$ cat src/sv/tcw_pkg.sv
`default_nettype none

package tcw_pkg;

  // Screen geometry
  localparam int COLUMNS = 80;
  localparam int ROWS    = 25;
  localparam int CELLS   = COLUMNS * ROWS;

  // Field widths
  localparam int ADDR_W  = 11;
  localparam int COL_W   = $clog2(COLUMNS);
  localparam int CELL_W  = 16;
  localparam int CHAR_W  = 8;
  localparam int CMD_W   = 3;
  localparam int COLOR_W = 4;
  localparam int DATA_W  = 32;
  localparam int PADDR_W = 3;

  // Cell addresses used by the cursor logic and the sweeps
  localparam logic [ADDR_W-1:0] CELLS_A        = ADDR_W'(CELLS);
  localparam logic [ADDR_W-1:0] COLS_A         = ADDR_W'(COLUMNS);
  localparam logic [ADDR_W-1:0] LAST_CELL      = ADDR_W'(CELLS - 1);
  localparam logic [ADDR_W-1:0] LAST_ROW_START = ADDR_W'((ROWS - 1) * COLUMNS);
  localparam logic [ADDR_W-1:0] UP_COPY_END    = ADDR_W'(CELLS - COLUMNS - 1);
  localparam logic [ADDR_W-1:0] DN_COPY_END    = ADDR_W'(COLUMNS);
  localparam logic [COL_W-1:0]  LAST_COL       = COL_W'(COLUMNS - 1);

  localparam logic [CHAR_W-1:0] NEWLINE_CHAR = 8'h0A;
  localparam logic [CHAR_W-1:0] BLANK_CHAR   = 8'h20;
  localparam logic [CELL_W-1:0] RESET_CELL   = 16'h0F20;

  // Command codes
  localparam logic [CMD_W-1:0] CMD_TEXT    = 3'd0;
  localparam logic [CMD_W-1:0] CMD_CLEAR   = 3'd1;
  localparam logic [CMD_W-1:0] CMD_SCRL_DN = 3'd2;
  localparam logic [CMD_W-1:0] CMD_SET_CUR = 3'd3;
  localparam logic [CMD_W-1:0] CMD_READ    = 3'd4;

  // Register index, taken from paddr bit 2 (registers at 0 and 4)
  localparam logic CFG_IDX_FG = 1'b0;
  localparam logic CFG_IDX_BG = 1'b1;
  localparam logic [COLOR_W-1:0] FG_RESET = 4'hF;
  localparam logic [COLOR_W-1:0] BG_RESET = 4'h0;

  typedef enum logic [2:0] {
    CUR_HOLD,
    CUR_ADV,
    CUR_NEXT_ROW,
    CUR_LAST_ROW,
    CUR_ZERO,
    CUR_SET
  } cur_op_t;

  typedef struct packed {
    logic    latch;          // item accepted: reset per-item flags
    logic    put;            // write character cell at cursor
    cur_op_t cur_op;
    logic    sw_load;        // load sweep counter
    logic    sw_load_top;    // ... with last cell instead of zero
    logic    sw_run;         // one sweep beat
    logic    sw_copy;        // sweep copies instead of fills
    logic    sw_down;        // sweep descends
    logic    sw_fill_reset;  // fill with reset cell value
    logic    rd_pos;         // read cell at input position
    logic    word_cap;       // capture read data
    logic    div_step;       // column extraction step
    logic    load_out;       // load result register
  } tcw_cmd_t;

  typedef struct packed {
    logic is_newline;
    logic cur_at_end;
    logic cur_last_row;
    logic pos_ok;
    logic rem_ge_cols;
    logic cnt_at_last;
    logic cnt_at_up_end;
    logic cnt_at_dn_end;
    logic cnt_at_zero;
  } tcw_stat_t;

endpackage

`default_nettype wire

$ cat src/sv/tcw_ctrl.sv
`default_nettype none

module tcw_ctrl import tcw_pkg::*; (
  input  logic             clk,
  input  logic             rst_n,
  input  logic             in_valid,
  output logic             in_stall,
  input  logic [CMD_W-1:0] in_cmd,
  output logic             out_valid,
  input  logic             out_stall,
  input  tcw_stat_t        stat,
  output tcw_cmd_t         cmd
);

  typedef enum logic [10:0] {
    S_INIT     = 11'b000_0000_0001,
    S_DRAIN    = 11'b000_0000_0010,
    S_IDLE     = 11'b000_0000_0100,
    S_CLEAR    = 11'b000_0000_1000,
    S_UP_COPY  = 11'b000_0001_0000,
    S_UP_BLANK = 11'b000_0010_0000,
    S_DN_COPY  = 11'b000_0100_0000,
    S_DN_BLANK = 11'b000_1000_0000,
    S_RDWAIT   = 11'b001_0000_0000,
    S_DIV      = 11'b010_0000_0000,
    S_FINISH   = 11'b100_0000_0000
  } state_t;

  state_t state_r, state_nxt;
  logic   out_valid_r, out_valid_nxt;
  logic   out_free;

  assign in_stall  = (state_r != S_IDLE);
  assign out_valid = out_valid_r;
  assign out_free  = !out_valid_r || !out_stall;

  always_comb begin
    cmd           = '0;
    cmd.cur_op    = CUR_HOLD;
    state_nxt     = state_r;
    out_valid_nxt = out_valid_r && out_stall;
    case (state_r)
      S_INIT: begin
        cmd.sw_run        = 1'b1;
        cmd.sw_fill_reset = 1'b1;
        if (stat.cnt_at_last) begin
          state_nxt = S_DRAIN;
        end
      end
      S_DRAIN: begin
        state_nxt = S_IDLE;
      end
      S_IDLE: begin
        if (in_valid) begin
          cmd.latch = 1'b1;
          state_nxt = S_FINISH;
          case (in_cmd)
            CMD_TEXT: begin
              if (stat.is_newline) begin
                if (stat.cur_last_row) begin
                  cmd.cur_op  = CUR_LAST_ROW;
                  cmd.sw_load = 1'b1;
                  state_nxt   = S_UP_COPY;
                end else begin
                  cmd.cur_op = CUR_NEXT_ROW;
                end
              end else begin
                cmd.put = 1'b1;
                if (stat.cur_at_end) begin
                  cmd.cur_op  = CUR_LAST_ROW;
                  cmd.sw_load = 1'b1;
                  state_nxt   = S_UP_COPY;
                end else begin
                  cmd.cur_op = CUR_ADV;
                end
              end
            end
            CMD_CLEAR: begin
              cmd.cur_op  = CUR_ZERO;
              cmd.sw_load = 1'b1;
              state_nxt   = S_CLEAR;
            end
            CMD_SCRL_DN: begin
              cmd.cur_op      = CUR_ZERO;
              cmd.sw_load     = 1'b1;
              cmd.sw_load_top = 1'b1;
              state_nxt       = S_DN_COPY;
            end
            CMD_SET_CUR: begin
              if (stat.pos_ok) begin
                cmd.cur_op = CUR_SET;
                state_nxt  = S_DIV;
              end
            end
            CMD_READ: begin
              if (stat.pos_ok) begin
                cmd.rd_pos = 1'b1;
                state_nxt  = S_RDWAIT;
              end
            end
            default: begin
            end
          endcase
        end
      end
      S_CLEAR: begin
        cmd.sw_run = 1'b1;
        if (stat.cnt_at_last) begin
          state_nxt = S_FINISH;
        end
      end
      S_UP_COPY: begin
        cmd.sw_run  = 1'b1;
        cmd.sw_copy = 1'b1;
        if (stat.cnt_at_up_end) begin
          state_nxt = S_UP_BLANK;
        end
      end
      S_UP_BLANK: begin
        cmd.sw_run = 1'b1;
        if (stat.cnt_at_last) begin
          state_nxt = S_FINISH;
        end
      end
      S_DN_COPY: begin
        cmd.sw_run  = 1'b1;
        cmd.sw_copy = 1'b1;
        cmd.sw_down = 1'b1;
        if (stat.cnt_at_dn_end) begin
          state_nxt = S_DN_BLANK;
        end
      end
      S_DN_BLANK: begin
        cmd.sw_run  = 1'b1;
        cmd.sw_down = 1'b1;
        if (stat.cnt_at_zero) begin
          state_nxt = S_FINISH;
        end
      end
      S_RDWAIT: begin
        cmd.word_cap = 1'b1;
        state_nxt    = S_FINISH;
      end
      S_DIV: begin
        cmd.div_step = 1'b1;
        if (!stat.rem_ge_cols) begin
          state_nxt = S_FINISH;
        end
      end
      S_FINISH: begin
        if (out_free) begin
          cmd.load_out  = 1'b1;
          out_valid_nxt = 1'b1;
          state_nxt     = S_IDLE;
        end
      end
      default: begin
        state_nxt = S_INIT;
      end
    endcase
  end

  always_ff @(posedge clk) begin
    if (!rst_n) begin
      state_r     <= S_INIT;
      out_valid_r <= 1'b0;
    end else begin
      state_r     <= state_nxt;
      out_valid_r <= out_valid_nxt;
    end
  end

endmodule

`default_nettype wire

$ cat config.mk
export PLATFORM = sky130hd
export DESIGN_NAME = tcw_ctrl
export DESIGN_NICKNAME = d
export VERILOG_FILES = /design/src/sv/tcw_pkg.sv /design/src/sv/tcw_ctrl.sv
export SDC_FILE = /design/constraint.sdc
export NUM_CORES = 1
export LEC_CHECK = 0
export ABC_CLOCK_PERIOD_IN_PS = 2600
export BUFFER_PORTS_ARGS = -buffer_cell sky130_fd_sc_hd__buf_2
export CAP_MARGIN = 25
export CORE_MARGIN = 1.5
export CORE_UTILIZATION = 35
export DETAILED_ROUTE_END_ITERATION = 6
export GPL_TIMING_DRIVEN = 0
export SLEW_MARGIN = 20
export SYNTH_ARGS = -nofsm -noshare
export SYNTH_HDL_FRONTEND = slang
export SYNTH_SLANG_ARGS = --single-unit
$ cat constraint.sdc
create_clock -name clk -period 2.6 [get_ports clk]
set_clock_uncertainty 0.05 [all_clocks]
set_input_delay 0.52 -clock clk [delete_from_list [all_inputs] [get_ports clk]]
set_output_delay 0.52 -clock clk [all_outputs]
set_load 0.01 [all_outputs]
==> run_results.csv <==
group,metric,value,unit
critical_path,crit_slowest_cell,"or4_1",
grt,grt_max_degree,11,
timing,setup_ws,0.0819,ns
status,status,"complete, but fails checks",
timing,post-route-period-util,96.9,%
grt,grt_pass1_wl,5130,um
pwr,leakage,0.575,nW
flow_run,drv_cap,0,
worst_hold_path,min_path_type,"primary input to flop",
worst_hold_path,holdPathEnd,"out_valid$_SDFF_PN0_",
critical_path,worstSetupStartpointType,"flop",
logic_synthesis,synth_seq_area_share,22.6,%
detailed_routing,first_pass_iters,6,
detailed_routing,drt_wl_total,3110,um
detailed_routing,vias,1221,
clock_tree,clk_latency,0.28,ns
clock_tree,cts_buffers,3,
logic_synthesis,synth-edff-count,0,
floorplanning,die_x,58.2,um
logic_synthesis,yosysWarnings,0,
detailed_routing,routedWlPerCell,14.7,um
critical_path,r2r_start,"state_r[10]$_SDFFE_PN0P_",
finish,nFillCells,279,
logic_synthesis,syn_avg_cell_area,7.77,um^2
logic_synthesis,synthCells,137,
timing,tns,0,ns
floorplanning,dieArea,0.00338,mm^2
critical_path,worst-path-buf-inv,1,
pwr,peakVddDrop,0.000124,V
clock_tree,htreeDepth,1,
worst_hold_path,hp-start,"out_stall",
logic_synthesis,ys.flop_type,"dfxtp_1",
critical_path,rr_endpoint,"state_r[2]$_SDFFE_PN0P_",
placement,pre_cts_ws,-0.0603,ns
placement,post-dp-hpwl,2300,um
floorplanning,fp.dieH,58.2,um
critical_path,path_max_fanout,8,
critical_path,crit_path_cell_trace,"or4_1, or4_4, nor2_1, buf_2",
critical_path,path_class,"flop to primary output",
critical_path,cp_top_family,"simple AND/OR/NAND/NOR gates",
timing,tightest_slew,0.595,ns
clock_tree,clkTransAtPathRegs,0.08,ns
clock_tree,clock_path_buffers,2,
timing,fmax,397,MHz
timing,min_period,2.52,ns
grt,grt_pass1_vias,1138,
critical_path,cpPeakStageDelay,0.55,ns
worst_hold_path,whs_path_depth,3,
critical_path,worstPathArrival,1.95,ns
timing,maxSlewViolCount,0,
logic_synthesis,syn_nets,153,
finish,layout_common_cells,"34 x buf_2, 11 x nor2_1, 10 x dfxtp_1",
timing,max_slew_margin,60.2,%
logic_synthesis,ys_ff_latch,12,
floorplanning,core_area,0.00283,mm^2
critical_path,rr_worst_depth,8,
finish,final_common_cell,"buf_2",
floorplanning,rows,19,
floorplanning,start_util,37.6,%
clock_tree,clock-root-buffer,"clkbuf_4",
logic_synthesis,synth_area,0.00106,mm^2
critical_path,endpoint_kind,"primary output",
finish,syn_to_final_growth,32.9,%
finish,post_route_cells_drive_above_1_share,37.6,%
finish,diodes,0,
detailed_routing,drcViolationCount,1,
detailed_routing,drt_iter0_markers,45,
detailed_routing,antenna_left,0,
floorplanning,io_pins,33,
status,violations,"design-rule violations",
placement,gp_congestion,0.898,
finish,fin_nets,198,
clock_tree,clock-sinks,12,
grt,grt_usage,19.6,%
grt,overflow,0,
logic_synthesis,ys_types,46,
timing,setup_viol,0,
grt,antenna_found_initial,0,
critical_path,r2r_slack,0.46,ns
critical_path,required,2.03,ns
timing,hold_viol,0,
detailed_routing,viasPerCell,5.76,
placement,portBuffers,32,
clock_tree,ctsHoldBuffers,0,
clock_tree,cts_tree,"done",
pwr,power.density,426,mW/mm^2
logic_synthesis,synth-async-reset-ratio,0,%
## tightest hold or removal path: stages
cell and delay, ns:
buf_2 0.11, nand2_1 0.06, a21oi_1 0.05
## metal layers
layer,vias up,global-route usage [%],routed length (um)
li1,611,-,-
met5,-,0,0
met1,561,24.9,1420
met3,5,2.68,158
met2,44,31.5,1470
met4,0,12.0,58
## cell usage after synthesis (2+ instances only)
cell type	count	area, um^2
dfxtp_1	12	240
nor2_1	12	45.0
nand2_1	10	37.5
a21oi_1	9	45.0
o21ai_0	8	40.0
nor3_1	7	35.0
nor4b_1	7	61.3
inv_1	5	18.8
nor2b_1	5	31.3
nand3_1	4	20.0
a211oi_1	3	22.5
and2_1	3	18.8
and3_1	3	18.8
buf_2	3	15.0
nand4_1	3	18.8
nand4b_1	3	26.3
or2_2	3	18.8
or4_1	3	22.5
xnor2_1	3	26.3
a21oi_2	2	17.5
clkbuf_1	2	7.51
nand2b_1	2	12.5
o21a_1	2	15.0
## area by class of cell
cell class	instances	area, um^2	area share [%]
multi-input cells	115	832	58.8
flip-flops and latches	12	243	17.2
repair buffers	40	220	15.6
well taps	31	38.8	2.74
clock buffers	4	36.3	2.56
plain buffers	5	26.3	1.86
inverters	5	18.8	1.33
## cell families (layout without fill, tap and decap cells)
family                    count (synthesis)  in the layout  synth area share, %
buffers and inverters                    10             54                 3.88
muxes                                     1              1                0.940
and+or+nand+nor                          75             75                 44.8
AOI/OAI and AO/OA                        35             35                 24.6
DFF                                      12             12                 22.6
xor gates and xnor gates                  4              4                 3.29
## per-stage QoR
step	hold slack (ns)	cells	total power (W)	cell area, um^2	utilization [%]
floorplan	0.456	137	0.000370	1060	-
global placement	0.448	200	0.000434	1260	44.7
detailed placement	0.456	200	0.000435	1260	44.7
CTS	0.456	206	0.000603	1350	47.6
global route	0.475	212	0.000643	1420	50.0
finish	0.462	212	0.000603	1420	50.0
## worst max-delay path by stage
stage | endpoint | cells after the start | from | slack [ns]
after floorplan | cmd[9] | 6 | state_r[10]$_SDFFE_PN0P_ | 0.23
after global placement | cmd[9] | 7 | state_r[10]$_SDFFE_PN0P_ | 0.008
after detailed placement | cmd[12] | 7 | state_r[10]$_SDFFE_PN0P_ | -0.06
after CTS | cmd[1] | 4 | state_r[1]$_SDFFE_PN0P_ | 0.03
after global routing | cmd[9] | 7 | state_r[10]$_SDFFE_PN0P_ | -0.02
final | cmd[1] | 4 | state_r[0]$_SDFFE_PN1P_ | 0.08
## power by group
part | switching (W) | internal [W] | total (W)
sequential | 0.0000242 | 0.000197 | 0.000221
combinational | 0.000127 | 0.000104 | 0.000231
clock | 0.0000661 | 0.0000853 | 0.000151
total | 0.000217 | 0.000386 | 0.000603
## timing repair
| item | in CTS | in global routing |
|---|---|---|
| pin swaps | 2 | 6 |
| resized for setup | 6 | 8 |
| buffers inserted | 2 | 6 |
| setup endpoints to repair | 8 | 4 |
## state kept, by name, indices dropped and copies added, names as in the netlist
| name | count |
|---|---|
| out_valid | 1 |
| state_r | 11 |
No activity file was read; power rests on OpenSTA's default activity.
